### src/rtl/tthx_pkg.sv
// ----------------------------------------------------------------------------
// tthx_pkg
// Shared constants, point numbering, corner order table and lane control
// types for the tetrahedron to four hexahedra split.
// ----------------------------------------------------------------------------
`default_nettype none

package tthx_pkg;

    localparam int COORD_WIDTH_DEF = 32;
    localparam int NUM_VERTS       = 4;
    localparam int NUM_POINTS      = 15;
    localparam int PT_W            = 4;
    localparam int CORNERS_PER_TET = 32;
    localparam int CNT_W           = 5;

    // Point numbering: vertices, edge midpoints, face centroids, body centroid
    localparam logic [PT_W-1:0] P_V0   = 4'd0;
    localparam logic [PT_W-1:0] P_V1   = 4'd1;
    localparam logic [PT_W-1:0] P_V2   = 4'd2;
    localparam logic [PT_W-1:0] P_V3   = 4'd3;
    localparam logic [PT_W-1:0] P_M01  = 4'd4;
    localparam logic [PT_W-1:0] P_M02  = 4'd5;
    localparam logic [PT_W-1:0] P_M03  = 4'd6;
    localparam logic [PT_W-1:0] P_M12  = 4'd7;
    localparam logic [PT_W-1:0] P_M13  = 4'd8;
    localparam logic [PT_W-1:0] P_M23  = 4'd9;
    localparam logic [PT_W-1:0] P_F012 = 4'd10;
    localparam logic [PT_W-1:0] P_F013 = 4'd11;
    localparam logic [PT_W-1:0] P_F023 = 4'd12;
    localparam logic [PT_W-1:0] P_F123 = 4'd13;
    localparam logic [PT_W-1:0] P_CEN  = 4'd14;

    // Corner order, indexed by {hex, corner}
    localparam logic [PT_W-1:0] CORNER_TAB [CORNERS_PER_TET] = '{
        P_V0, P_M01, P_F012, P_M02, P_F023, P_M03, P_F013, P_CEN,
        P_V1, P_M12, P_F012, P_M01, P_F013, P_M13, P_F123, P_CEN,
        P_V2, P_M02, P_F012, P_M12, P_F123, P_M23, P_F023, P_CEN,
        P_V3, P_M03, P_F023, P_M23, P_F123, P_M13, P_F013, P_CEN
    };

    typedef struct packed {
        logic start;
        logic take;
    } t_lane_ctl;

    typedef struct packed {
        logic idle;
        logic done;
    } t_lane_sts;

endpackage

`default_nettype wire

### src/rtl/tthx_merge.sv
// ----------------------------------------------------------------------------
// tthx_merge
// Joins the three lanes into one point bank and walks the corner table,
// one corner per transfer, into the output register.
// ----------------------------------------------------------------------------
`default_nettype none

module tthx_merge #(
    parameter int COORD_WIDTH = tthx_pkg::COORD_WIDTH_DEF
) (
    input  logic                   i_clk,
    input  logic                   i_rst_n,
    input  logic                   i_load,
    input  logic [COORD_WIDTH-1:0] i_pts_x [tthx_pkg::NUM_POINTS],
    input  logic [COORD_WIDTH-1:0] i_pts_y [tthx_pkg::NUM_POINTS],
    input  logic [COORD_WIDTH-1:0] i_pts_z [tthx_pkg::NUM_POINTS],
    output logic                   o_free,
    input  logic                   i_ready,
    output logic                   o_valid,
    output logic [1:0]             o_hex,
    output logic [2:0]             o_corner,
    output logic [COORD_WIDTH-1:0] o_px,
    output logic [COORD_WIDTH-1:0] o_py,
    output logic [COORD_WIDTH-1:0] o_pz,
    output logic                   o_last
);
    import tthx_pkg::*;

    localparam int W = COORD_WIDTH;

    logic [W-1:0]      r_px [NUM_POINTS];
    logic [W-1:0]      r_py [NUM_POINTS];
    logic [W-1:0]      r_pz [NUM_POINTS];
    logic              r_full;
    logic [CNT_W-1:0]  r_cnt;
    logic              r_out_valid;
    logic [CNT_W-1:0]  r_out_pos;
    logic [W-1:0]      r_out_x, r_out_y, r_out_z;
    logic              r_out_last;

    logic              w_adv;
    logic              w_end;
    logic [PT_W-1:0]   w_sel;

    assign w_adv = r_full && (!r_out_valid || i_ready);
    assign w_end = (r_cnt == CNT_W'(CORNERS_PER_TET - 1));
    assign w_sel = CORNER_TAB[r_cnt];

    // Bank occupancy and corner counter
    always_ff @(posedge i_clk) begin
        if (!i_rst_n) begin
            r_full      <= 1'b0;
            r_cnt       <= '0;
            r_out_valid <= 1'b0;
        end else begin
            if (i_load) begin
                r_full <= 1'b1;
                r_cnt  <= '0;
            end else if (w_adv) begin
                r_cnt <= r_cnt + 1'b1;
                if (w_end) r_full <= 1'b0;
            end
            if (w_adv) begin
                r_out_valid <= 1'b1;
            end else if (i_ready) begin
                r_out_valid <= 1'b0;
            end
        end
    end

    // Hold the points of one tetrahedron
    always_ff @(posedge i_clk) begin
        if (i_load) begin
            r_px <= i_pts_x;
            r_py <= i_pts_y;
            r_pz <= i_pts_z;
        end
    end

    // Select the next corner into the output register
    always_ff @(posedge i_clk) begin
        if (w_adv) begin
            r_out_pos  <= r_cnt;
            r_out_x    <= r_px[w_sel];
            r_out_y    <= r_py[w_sel];
            r_out_z    <= r_pz[w_sel];
            r_out_last <= w_end;
        end
    end

    // Refill the bank in the same cycle the last corner leaves it
    assign o_free   = !r_full || (w_adv && w_end);
    assign o_valid  = r_out_valid;
    assign o_hex    = r_out_pos[4:3];
    assign o_corner = r_out_pos[2:0];
    assign o_px     = r_out_x;
    assign o_py     = r_out_y;
    assign o_pz     = r_out_z;
    assign o_last   = r_out_last;

endmodule

`default_nettype wire

### config.mk
export PLATFORM = sky130hd
export DESIGN_NAME = tthx_merge
export DESIGN_NICKNAME = d
export VERILOG_FILES = /design/src/rtl/tthx_pkg.sv /design/src/rtl/tthx_merge.sv
export SDC_FILE = /design/constraint.sdc
export NUM_CORES = 2
export LEC_CHECK = 0
export BUFFER_PORTS_ARGS = -buffer_cell sky130_fd_sc_hd__buf_2
export CORE_AREA = 2 2 611 613
export DETAILED_ROUTE_END_ITERATION = 6
export DIE_AREA = 0 0 613 615
export SYNTH_ARGS = -nofsm -noshare
export SYNTH_HDL_FRONTEND = slang
export SYNTH_SLANG_ARGS = --single-unit
export TNS_END_PERCENT = 20
### constraint.sdc
create_clock -name i_clk -period 5.4 [get_ports i_clk]
set_clock_uncertainty 0.1 [all_clocks]
set_input_delay 0.54 -clock i_clk [delete_from_list [all_inputs] [get_ports i_clk]]
set_output_delay 0.54 -clock i_clk [all_outputs]
set_load 0.05 [all_outputs]
==> results.toml <==
[global_route]
antenna_found_initial = 204
grt_pass1_wl_mm = 434
grt_usage = 0.167
grt_max_degree = 170
grt-ovfl-total = 0
grt_pass1_vias = 51800

[logic_synthesis]
synth_edf_count = 1542
synth_fp_nets = 5525
ys_seq_area_frac = 0.776
syn_area_per_cell_um2 = 14.7
syn_inst = 4072
synthArstFlopShare = 0
ys.flop_type = "edfxtp_1"
yosysWarnings = 0
synth_cell_type_count = 58
syn-cell-area_um2 = 59800
ys_seq_elements = 1549

[route]
viasPerCell = 4.13
via_count = 51100
first_pass_iters = 7
drtAntennaViolNets = 0
initialDrtViolationCount = 6114
wl_mm = 332
avgRoutedWirePerCell_um = 26.8
drc_errors = 1

[cts]
clock_path_buffers = 4
cts_sinks = 1549
post_cts_buffers = 0
cts_buffers = 182
clk_pin_slew_ns = 0.07
cts_htree_levels = 4
cts-root-buf = "clkbuf_16"
tritoncts = "yes"
insertion_delay_ns = 0.89

[critical_path]
end_kind = "flop"
critPathLaunchType = "flop"
crit_fanout = 27
critPathKind = "flop to flop"
worstPathRequired_ns = 5.82
crit_arrival_ns = 5.52

[power_and_ir_drop]
netSwitchingPower_mw = 7.74
p_per_area_nw_per_um2 = 322
p_leak_nw = 35.5
clock_power_share = 0.401
p_int_mw = 22.7
pwr-share-comb = 0.114
seq_power_share = 0.485
irDropWorstVdd_mv = 0.272
p_sw_frac = 0.254

[timing]
rsz0062_at_grt = "no"
fin_ws_ns = 0.300
hold_violations = 0
relSlewSlack = 0.121
setup_viol_count_final = 0
max_freq_ghz = 0.196
fin_crit_sh = 0.944
slew_violations = 0
worst_slew_pin_slew_ns = 1.31
setup_tns_ns = 0
finalCriticalPeriod_ns = 5.10
holdWs_ns = 0.242

[floorplanning]
die_w_um = 613
ioPinCount = 1548
die_h_um = 615
dieArea_um2 = 377000
start_util = 0.161
placementRows = 224
core_area_um2 = 371000

[cells_and_area]
syn2layout_area_growth_pct = 58.0
final_util = 0.255
fin_nets = 8580
drive_gt1_frac = 0.276

[place]
dpl.hpwl_mm = 247
port_buffers = 1547
dp_slack_ns = 0.278
gp_congestion = 0.905

[outcome]
violations = "DRC"
outcome = "complete, but fails checks"

[flow_run]
maxCapViolCount = 0

[min_path]
hold_class = "primary input to flop"
-- power groups by stage --
| stage | registers (mW) | clock network [mW] | logic (mW) |
|---|---|---|---|
| 3_5_place_dp | 15.0 | 0 | 2.43 |
| 6_report | 14.8 | 12.2 | 3.46 |
| 3_3_place_gp | 15.0 | 0 | 2.41 |
| 5_1_grt | 14.8 | 12.9 | 3.65 |
| 4_1_cts | 14.8 | 12.4 | 3.43 |
| 2_1_floorplan | 15.0 | 0 | 0.697 |
-- area by class of cell --
type	count	area [um^2]
diodes	140	350
clock buffers	225	4740
clock inverters	101	956
fillers	38100	276000
flip-flops and latches	1549	46400
well taps	4972	6220
inverters	6	22.5
multi-input cells	2255	12100
repair buffers	3133	23700
-- registers in the layout, summed over array words and instances, names as in the netlist --
| name | flops |
|---|---|
| o_valid | 1 |
| r_full | 1 |
| r_px | 480 |
| r_py | 480 |
| r_cnt | 5 |
| r_pz | 480 |
| o_py | 32 |
| o_px | 32 |
| r_out_pos | 5 |
| o_last | 1 |
| o_pz | 32 |
-- cells in the mapped netlist (all sizes together) (3+ instances only) --
cell     number  area [um^2]
a31oi        98          613
nor2         10         67.6
nand2      1105         4150
a21oi       164          821
ha            9          113
a311o        14          145
o31a         14          123
mux2i       117         1180
nand3       343         1720
a2111oi      14          190
a32oi        82          718
o211ai       14          105
mux2          4         52.6
and3         29          181
dfxtp         7          140
xnor2         4         35.0
nor3         85          548
inv           6         22.5
buf         154          927
clkbuf      108          409
o32ai         3         63.8
nand2b        3         18.8
edfxtp     1542        46300
nor2b         4         40.0
a311oi       14          123
a221o        14          140
a211oi       84          641
o2111ai      14          123
-- layout by cell type (no fill, tap or decap), drive strengths merged, types with 14 or more instances in the layout --
cell type	n
buf	1690
edfxtp	1542
dlygate4sd3	1443
nand2	1105
nand3	343
clkbuf	225
a21oi	164
diode	140
mux2i	117
a31oi	98
nor3	85
a211oi	84
a32oi	82
clkinv	66
and3	29
inv	16
o211ai	14
o31a	14
o2111ai	14
a311oi	14
a221o	14
a2111oi	14
a311o	14
-- path summary, 6_finish.rpt --
kind                   start  slack [ns]  endpoint  cells after the start
hold / removal    i_pts_y[7]        0.24   r_py[7]                      2
setup reg to reg    r_cnt[0]        0.30   o_px[1]                     11
setup / recovery    r_cnt[0]        0.30   o_px[1]                     11
hold reg to reg       r_full        0.39   o_valid                      2
-- critical path, cell delays in order, from the launching register on --
cell	delay, ns
dfxtp_1	0.64
inv_1	0.21
ha_1	0.44
nor2b_1	0.28
o32ai_4	0.16
or3_4	0.53
buf_12	0.25
nor2_4	0.19
buf_4	0.45
nand3_1	0.24
a31oi_1	0.93
nor3_1	0.15
-- kinds of logic (layout without fill, tap and decap cells) --
kind of cell               count (synthesis)  in the layout  synth area share
AOI/OAI and AO/OA                        537            537            0.0648
xor gates and xnor gates                   4              4          0.000585
adders and majority gates                  9              9           0.00188
buffers and inverters                    268           3465            0.0227
DFF                                     1549           1549             0.776
muxes                                    121            121            0.0207
other                                      0            140                 0
and+or+nand+nor                         1584           1584             0.113
-- metal layers --
layer | vias to the layer above | track usage | wire length [um]
met5 | - | 0 | 488
met4 | 80 | 0.0680 | 15000
met3 | 841 | 0.0511 | 35200
met2 | 3582 | 0.257 | 145000
met1 | 24900 | 0.218 | 136000
li1 | 21700 | - | -
-- per-stage QoR --
stage	cells	power, mW	area [um^2]
2_1_floorplan	4072	15.7	59800
3_5_place_dp	10500	17.4	74100
5_1_grt	12300	31.3	94400
4_1_cts	12200	30.6	94200
6_report	12400	30.4	94600
3_3_place_gp	10500	17.4	74100
-- timing repair --
item                                   in CTS  in global routing
gates resized for setup                     0                  0
endpoints found under the hold margin    1447                  0
hold buffers                             1443                  0
Note: power is estimated with default switching activity, not from simulation.
