--- src/rtl/tthx_pkg.sv ---
// ----------------------------------------------------------------------------
// tthx_pkg
// Shared constants, point numbering, corner order table and lane control
// types for the tetrahedron to four hexahedra split.
// ----------------------------------------------------------------------------
`default_nettype none

package tthx_pkg;

    localparam int COORD_WIDTH_DEF = 32;
    localparam int NUM_VERTS       = 4;
    localparam int NUM_POINTS      = 15;
    localparam int PT_W            = 4;
    localparam int CORNERS_PER_TET = 32;
    localparam int CNT_W           = 5;

    // Point numbering: vertices, edge midpoints, face centroids, body centroid
    localparam logic [PT_W-1:0] P_V0   = 4'd0;
    localparam logic [PT_W-1:0] P_V1   = 4'd1;
    localparam logic [PT_W-1:0] P_V2   = 4'd2;
    localparam logic [PT_W-1:0] P_V3   = 4'd3;
    localparam logic [PT_W-1:0] P_M01  = 4'd4;
    localparam logic [PT_W-1:0] P_M02  = 4'd5;
    localparam logic [PT_W-1:0] P_M03  = 4'd6;
    localparam logic [PT_W-1:0] P_M12  = 4'd7;
    localparam logic [PT_W-1:0] P_M13  = 4'd8;
    localparam logic [PT_W-1:0] P_M23  = 4'd9;
    localparam logic [PT_W-1:0] P_F012 = 4'd10;
    localparam logic [PT_W-1:0] P_F013 = 4'd11;
    localparam logic [PT_W-1:0] P_F023 = 4'd12;
    localparam logic [PT_W-1:0] P_F123 = 4'd13;
    localparam logic [PT_W-1:0] P_CEN  = 4'd14;

    // Corner order, indexed by {hex, corner}
    localparam logic [PT_W-1:0] CORNER_TAB [CORNERS_PER_TET] = '{
        P_V0, P_M01, P_F012, P_M02, P_F023, P_M03, P_F013, P_CEN,
        P_V1, P_M12, P_F012, P_M01, P_F013, P_M13, P_F123, P_CEN,
        P_V2, P_M02, P_F012, P_M12, P_F123, P_M23, P_F023, P_CEN,
        P_V3, P_M03, P_F023, P_M23, P_F123, P_M13, P_F013, P_CEN
    };

    typedef struct packed {
        logic start;
        logic take;
    } t_lane_ctl;

    typedef struct packed {
        logic idle;
        logic done;
    } t_lane_sts;

endpackage

`default_nettype wire

--- src/rtl/tthx_lane.sv ---
// ----------------------------------------------------------------------------
// tthx_lane
// One coordinate axis: forms the fifteen points of the split for that axis.
// Midpoints and the body centroid come from one add and shift; the face
// centroids run through four radix-8 divide-by-three units.
// ----------------------------------------------------------------------------
`default_nettype none

module tthx_lane #(
    parameter int COORD_WIDTH = tthx_pkg::COORD_WIDTH_DEF
) (
    input  logic                   i_clk,
    input  logic                   i_rst_n,
    input  tthx_pkg::t_lane_ctl    i_ctl,
    input  logic [COORD_WIDTH-1:0] i_v   [tthx_pkg::NUM_VERTS],
    output tthx_pkg::t_lane_sts    o_sts,
    output logic [COORD_WIDTH-1:0] o_pts [tthx_pkg::NUM_POINTS]
);
    import tthx_pkg::*;

    localparam int W      = COORD_WIDTH;
    localparam int DIGITS = (W + 4) / 3;
    localparam int DVD_W  = 3 * DIGITS;
    localparam int DCNT_W = $clog2(DIGITS);

    localparam logic [1:0] ST_IDLE = 2'd0;
    localparam logic [1:0] ST_DIV  = 2'd1;
    localparam logic [1:0] ST_DONE = 2'd2;

    // Vertex pairs of the edges and vertex triples of the faces
    localparam int PA [6] = '{0, 0, 0, 1, 1, 2};
    localparam int PB [6] = '{1, 2, 3, 2, 3, 3};
    localparam int FA [4] = '{0, 0, 0, 1};
    localparam int FB [4] = '{1, 1, 2, 2};
    localparam int FC [4] = '{2, 3, 3, 3};

    logic [1:0]        r_state, n_state;
    logic [DCNT_W-1:0] r_cnt;
    logic [1:0]        r_rem [4];
    logic [W-1:0]      r_u   [NUM_VERTS];
    logic [W-1:0]      r_mid [6];
    logic [W-1:0]      r_cen;
    logic [DVD_W-1:0]  r_dvd [4];

    logic [W-1:0]      w_u    [NUM_VERTS];
    logic [W-1:0]      w_mid  [6];
    logic [W-1:0]      w_cen;
    logic [DVD_W-1:0]  w_fsum [4];
    logic [4:0]        w_step [4];
    logic [W-1:0]      w_raw  [NUM_POINTS];

    // One quotient digit of a divide by three: {q[2:0], rem[1:0]}
    function automatic logic [4:0] div3_digit(input logic [4:0] t);
        logic [4:0] rem;
        logic [2:0] q;
        rem = t;
        q   = '0;
        for (int b = 2; b >= 0; b--) begin
            if (rem >= (5'd3 << b)) begin
                rem  = rem - (5'd3 << b);
                q[b] = 1'b1;
            end
        end
        return {q, rem[1:0]};
    endfunction

    // Move to offset binary so floor division works unsigned
    always_comb begin
        for (int k = 0; k < NUM_VERTS; k++) begin
            w_u[k] = {~i_v[k][W-1], i_v[k][W-2:0]};
        end
    end

    // Edge midpoints, face sums and body centroid
    always_comb begin
        logic [W:0]   s2;
        logic [W+1:0] s4;
        s2 = '0;
        for (int e = 0; e < 6; e++) begin
            s2       = {1'b0, w_u[PA[e]]} + {1'b0, w_u[PB[e]]};
            w_mid[e] = s2[W:1];
        end
        for (int f = 0; f < 4; f++) begin
            w_fsum[f] = DVD_W'(w_u[FA[f]]) + DVD_W'(w_u[FB[f]]) + DVD_W'(w_u[FC[f]]);
        end
        s4    = (W+2)'(w_u[0]) + (W+2)'(w_u[1]) + (W+2)'(w_u[2]) + (W+2)'(w_u[3]);
        w_cen = s4[W+1:2];
    end

    // Next digit of each face division
    always_comb begin
        for (int f = 0; f < 4; f++) begin
            w_step[f] = div3_digit({r_rem[f], r_dvd[f][DVD_W-1 -: 3]});
        end
    end

    // Sequence load, divide and hold
    always_comb begin
        n_state = r_state;
        unique case (r_state)
            ST_IDLE: if (i_ctl.start) n_state = ST_DIV;
            ST_DIV:  if (r_cnt == DCNT_W'(DIGITS - 1)) n_state = ST_DONE;
            ST_DONE: if (i_ctl.take) n_state = ST_IDLE;
            default: n_state = ST_IDLE;
        endcase
    end

    always_ff @(posedge i_clk) begin
        if (!i_rst_n) begin
            r_state <= ST_IDLE;
        end else begin
            r_state <= n_state;
        end
    end

    // Capture sums, then shift quotient digits in as dividend digits leave
    always_ff @(posedge i_clk) begin
        if (r_state == ST_IDLE && i_ctl.start) begin
            r_u   <= w_u;
            r_mid <= w_mid;
            r_cen <= w_cen;
            r_dvd <= w_fsum;
            r_cnt <= '0;
            for (int f = 0; f < 4; f++) begin
                r_rem[f] <= '0;
            end
        end else if (r_state == ST_DIV) begin
            r_cnt <= r_cnt + 1'b1;
            for (int f = 0; f < 4; f++) begin
                r_dvd[f] <= {r_dvd[f][DVD_W-4:0], w_step[f][4:2]};
                r_rem[f] <= w_step[f][1:0];
            end
        end
    end

    // Gather points and return to two's complement
    always_comb begin
        for (int k = 0; k < NUM_VERTS; k++) w_raw[k] = r_u[k];
        for (int e = 0; e < 6; e++) w_raw[4 + e] = r_mid[e];
        for (int f = 0; f < 4; f++) w_raw[10 + f] = r_dvd[f][W-1:0];
        w_raw[14] = r_cen;
        for (int p = 0; p < NUM_POINTS; p++) begin
            o_pts[p] = {~w_raw[p][W-1], w_raw[p][W-2:0]};
        end
    end

    assign o_sts.idle = (r_state == ST_IDLE);
    assign o_sts.done = (r_state == ST_DONE);

endmodule

`default_nettype wire

--- config.mk ---
export PLATFORM = sky130hd
export DESIGN_NAME = tthx_lane
export DESIGN_NICKNAME = d
export VERILOG_FILES = /design/src/rtl/tthx_pkg.sv /design/src/rtl/tthx_lane.sv
export SDC_FILE = /design/constraint.sdc
export NUM_CORES = 1
export LEC_CHECK = 0
export BUFFER_PORTS_ARGS = -buffer_cell sky130_fd_sc_hd__buf_4
export CORE_UTILIZATION = 30
export CTS_CLUSTER_DIAMETER = 50
export CTS_CLUSTER_SIZE = 24
export DETAILED_ROUTE_END_ITERATION = 12
export MAX_ROUTING_LAYER = met4
export PLACE_DENSITY = 0.52
export SLEW_MARGIN = 20
export SYNTH_ARGS = -nofsm -noshare
export SYNTH_HDL_FRONTEND = slang
export SYNTH_SLANG_ARGS = --single-unit
--- constraint.sdc ---
create_clock -name i_clk -period 12.59 [get_ports i_clk]
set_input_delay 1.259 -clock i_clk [delete_from_list [all_inputs] [get_ports i_clk]]
set_output_delay 1.259 -clock i_clk [all_outputs]
set_load 0.1 [all_outputs]
==> results.cfg <==
[pwr]
peakVddDrop_uv = 116
p_per_area_nw_per_um2 = 205
p_sw_mw = 4.47
p_leak_nw = 19.3
sequentialPowerShare = 0.250
p_clk_frac = 0.286
power.internal_mw = 5.06
swShare = 0.469
combPwrFrac = 0.463

[timing]
rsz0062_at_grt = no
finalHoldViolations = 0
finalCritPeriodShare = 0.490
holdWs_ps = 478
drv_slew = 0
layout_min_cycle_time_ps = 6170
skew_ps = 29.5
setup_violations = 0
tightest_slew_ps = 1120
maxSlewHeadroom = 0.253
setup_ws_ps = 6420
finalSetupTns_ps = 0
max_freq_ghz = 0.162

[logic_synthesis]
syn_avg_cell_area_um2 = 10.4
ys_types = 98
yosys_register_bits = 510
synth.net_count = 4445
synth_seq_area_share = 0.382
netlist_area_um2 = 40000
yosysWarnings = 0
synthCells = 3849
synthFlopType = edfxtp_1
async_reset_ff_frac = 0
synth_edf_count = 504

[placed_design]
detailedPlace.worstSlack_ps = 5750
portBuffers = 613
dpl.cell_count = 5707
gp_congestion = 0.904
hpwl_mm = 121

[detailed_routing]
vias_per_cell = 5.11
drt_pass1_iterations = 6
wl_per_cell_um = 25.7
routed_wl_mm = 151
first_iter_violations = 2158
via_count = 30053
drc = 0
ant_nets = 0

[worst_setup_path]
critPathMaxFanout = 9
cpMostUsedCell = a21oi_1
startpoint_type = primary input
path_class = primary input to flop
cp_slowest_cell = a2111o_1
crit_path_end_kind = flop
critPathRequiredTime_ps = 13140
critPathArrivalTime_ps = 6720
path_cells = buf_4 -> ha_1 -> inv_1 -> fa_1 -> nand2b_1 -> a21o_1 -> a21oi_1 -> a21oi_1 -> o21ai_0 -> a21o_1 -> a41o_1 -> o41ai_1 -> xnor2_1 -> ha_1 -> a21oi_1 -> nand2_1 -> a31o_2 -> a2111o_1 -> o211ai_2 -> a21oi_1 -> o21a_1 -> o21a_1 -> o31ai_1
max_stage_delay_ps = 420

[cells_and_area]
n_fill_cell = 13299
drive_gt1_frac = 0.212
multi_input_area_um2 = 20600
final_common_cell = buf_4
final_cell_mix = buf_4, edfxtp_1, ha_1
final_cells = 5885
finalNetCount = 4643
syn_to_final_growth_pct = 16.5
seq_area_um2 = 15300

[clock_network]
clockRootBuffer = clkbuf_16
cts_tree = done
clk_pin_slew_worst_paths_ps = 60
clock_latency_ps = 730
clockBufferDepth = 3
cts-buffers-inserted = 93
cts_hold_buffers = 0
numClockSinks = 510
post_cts_resized = 0
cts_max_level = 3
cts_setup_buffers = 0

[grt]
antenna_found_initial = 6
gr-usage-all-layers = 0.227
grt_pass1_wl_mm = 213
grt_pass1_vias = 29336
grt_max_degree = 84
grt_overflow = 0

[die]
die_area_um2 = 135000
die_h_um = 367
core-area_um2 = 132000
rows = 133
start_util = 0.303
die_w_um = 367
ios = 614

[status]
outcome = completed

[worst_hold_path]
hp-class = flop to flop

[job]
drv_cap = 0
synth_stat cells, types with 7 or more instances:
master	number	share of area
a211o_1	10	0.0022
buf_4	466	0.088
clkbuf_1	51	0.0048
nand2b_1	49	0.0077
a21boi_0	9	0.0017
nand4_1	37	0.0058
o22ai_1	14	0.0022
nor2_1	212	0.020
a2111oi_0	12	0.0026
nor3b_1	10	0.0019
mux2i_1	16	0.0040
and3_1	32	0.0050
o21bai_1	39	0.0073
inv_1	108	0.010
xnor2_1	175	0.038
nor3_1	61	0.0076
a211oi_1	42	0.0079
a21o_1	143	0.027
o311a_1	8	0.0020
or2_2	7	0.0011
o31ai_1	35	0.0066
a31o_2	7	0.0015
or3_1	19	0.0030
o211ai_1	17	0.0032
o21ai_0	235	0.029
fa_1	106	0.053
o21a_1	67	0.013
nand3_1	68	0.0085
and4_1	11	0.0024
a21oi_1	262	0.033
edfxtp_1	504	0.38
a221oi_1	14	0.0031
a31oi_1	27	0.0042
ha_1	358	0.11
nor2b_1	41	0.0064
xor2_1	101	0.022
nand3b_1	9	0.0017
nand2_1	267	0.025
and2_1	20	0.0031
o21ai_1	14	0.0018
mux2_2	10	0.0028
registers in the layout, indices dropped and copies added, names as in the netlist:
| signal | count |
|---|---|
| r_state | 2 |
| r_dvd | 20 |
| o_pts | 434 |
| r_cnt | 4 |
| r_mid | 6 |
| r_cen | 32 |
| r_u | 4 |
| r_rem | 8 |
area by class of cell:
cell class / count / area share
Inverter: 109 / 0.00894
Timing Repair Buffer: 631 / 0.102
Clock inverter: 78 / 0.0220
Clock buffer: 97 / 0.0507
Multi-Input combinational cell: 2702 / 0.442
Tap cell: 1755 / 0.0471
Antenna cell: 3 / 0.000161
Sequential cell: 510 / 0.327
through the flow:
step | utilization | power (mW) | area, um^2
2_1_floorplan | - | 5.91 | 40000
4_1_cts | 0.353 | 9.61 | 46600
6_report | 0.353 | 9.53 | 46600
3_5_place_dp | 0.328 | 6.83 | 43200
5_1_grt | 0.353 | 9.95 | 46600
3_3_place_gp | 0.328 | 6.82 | 43200
per-layer routing:
| layer | part of all wire | GRT usage | vias up |
|---|---|---|---|
| li1 | - | - | 14246 |
| met1 | 0.43 | 0.278 | 14703 |
| met2 | 0.47 | 0.363 | 887 |
| met3 | 0.068 | 0.0582 | 217 |
| met4 | 0.033 | 0.0728 | 0 |
| met5 | 0 | - | - |
final timing paths:
kind	cells after the start	to	from	slack (ps)
max reg2reg	5	o_pts[163]$_DFFE_PP_	r_state[1]$_SDFFE_PN0P_	9030
min reg2reg	2	r_cnt[1]$_SDFFE_PP0P_	r_cnt[1]$_SDFFE_PP0P_	480
max	23	o_pts[126]$_DFFE_PP_	i_v[96]	6420
min	2	r_cnt[1]$_SDFFE_PP0P_	r_cnt[1]$_SDFFE_PP0P_	480
worst max-delay path, delay by kind of cell:
kind	cells	cell delay [ps]
adders and majority gates	3	1040
AOI/OAI and AO/OA	15	3510
and+or+nand+nor	2	260
buffers and inverters	2	230
xor gates and xnor gates	1	400
cells by family (layout without fill, tap and decap cells):
family                     Yosys count  after routing  share of synthesized area
muxes                               26             26                    0.00682
buffers and inverters              637            915                      0.104
xor gates and xnor gates           276            276                     0.0605
other                                0              3                          0
and+or+nand+nor                    867            867                      0.104
adders and majority gates          464            464                      0.165
DFF                                510            510                      0.382
AOI/OAI and AO/OA                 1069           1069                      0.178
power groups by stage:
stage,clock [mW],sequential (mW),combinational [mW]
after detailed placement,0,2.42,4.41
final,2.73,2.39,4.42
after global placement,0,2.41,4.41
after floorplan,0,2.38,3.54
after global routing,2.85,2.41,4.69
after CTS,2.78,2.39,4.43
(Power assumes the default switching activity.)
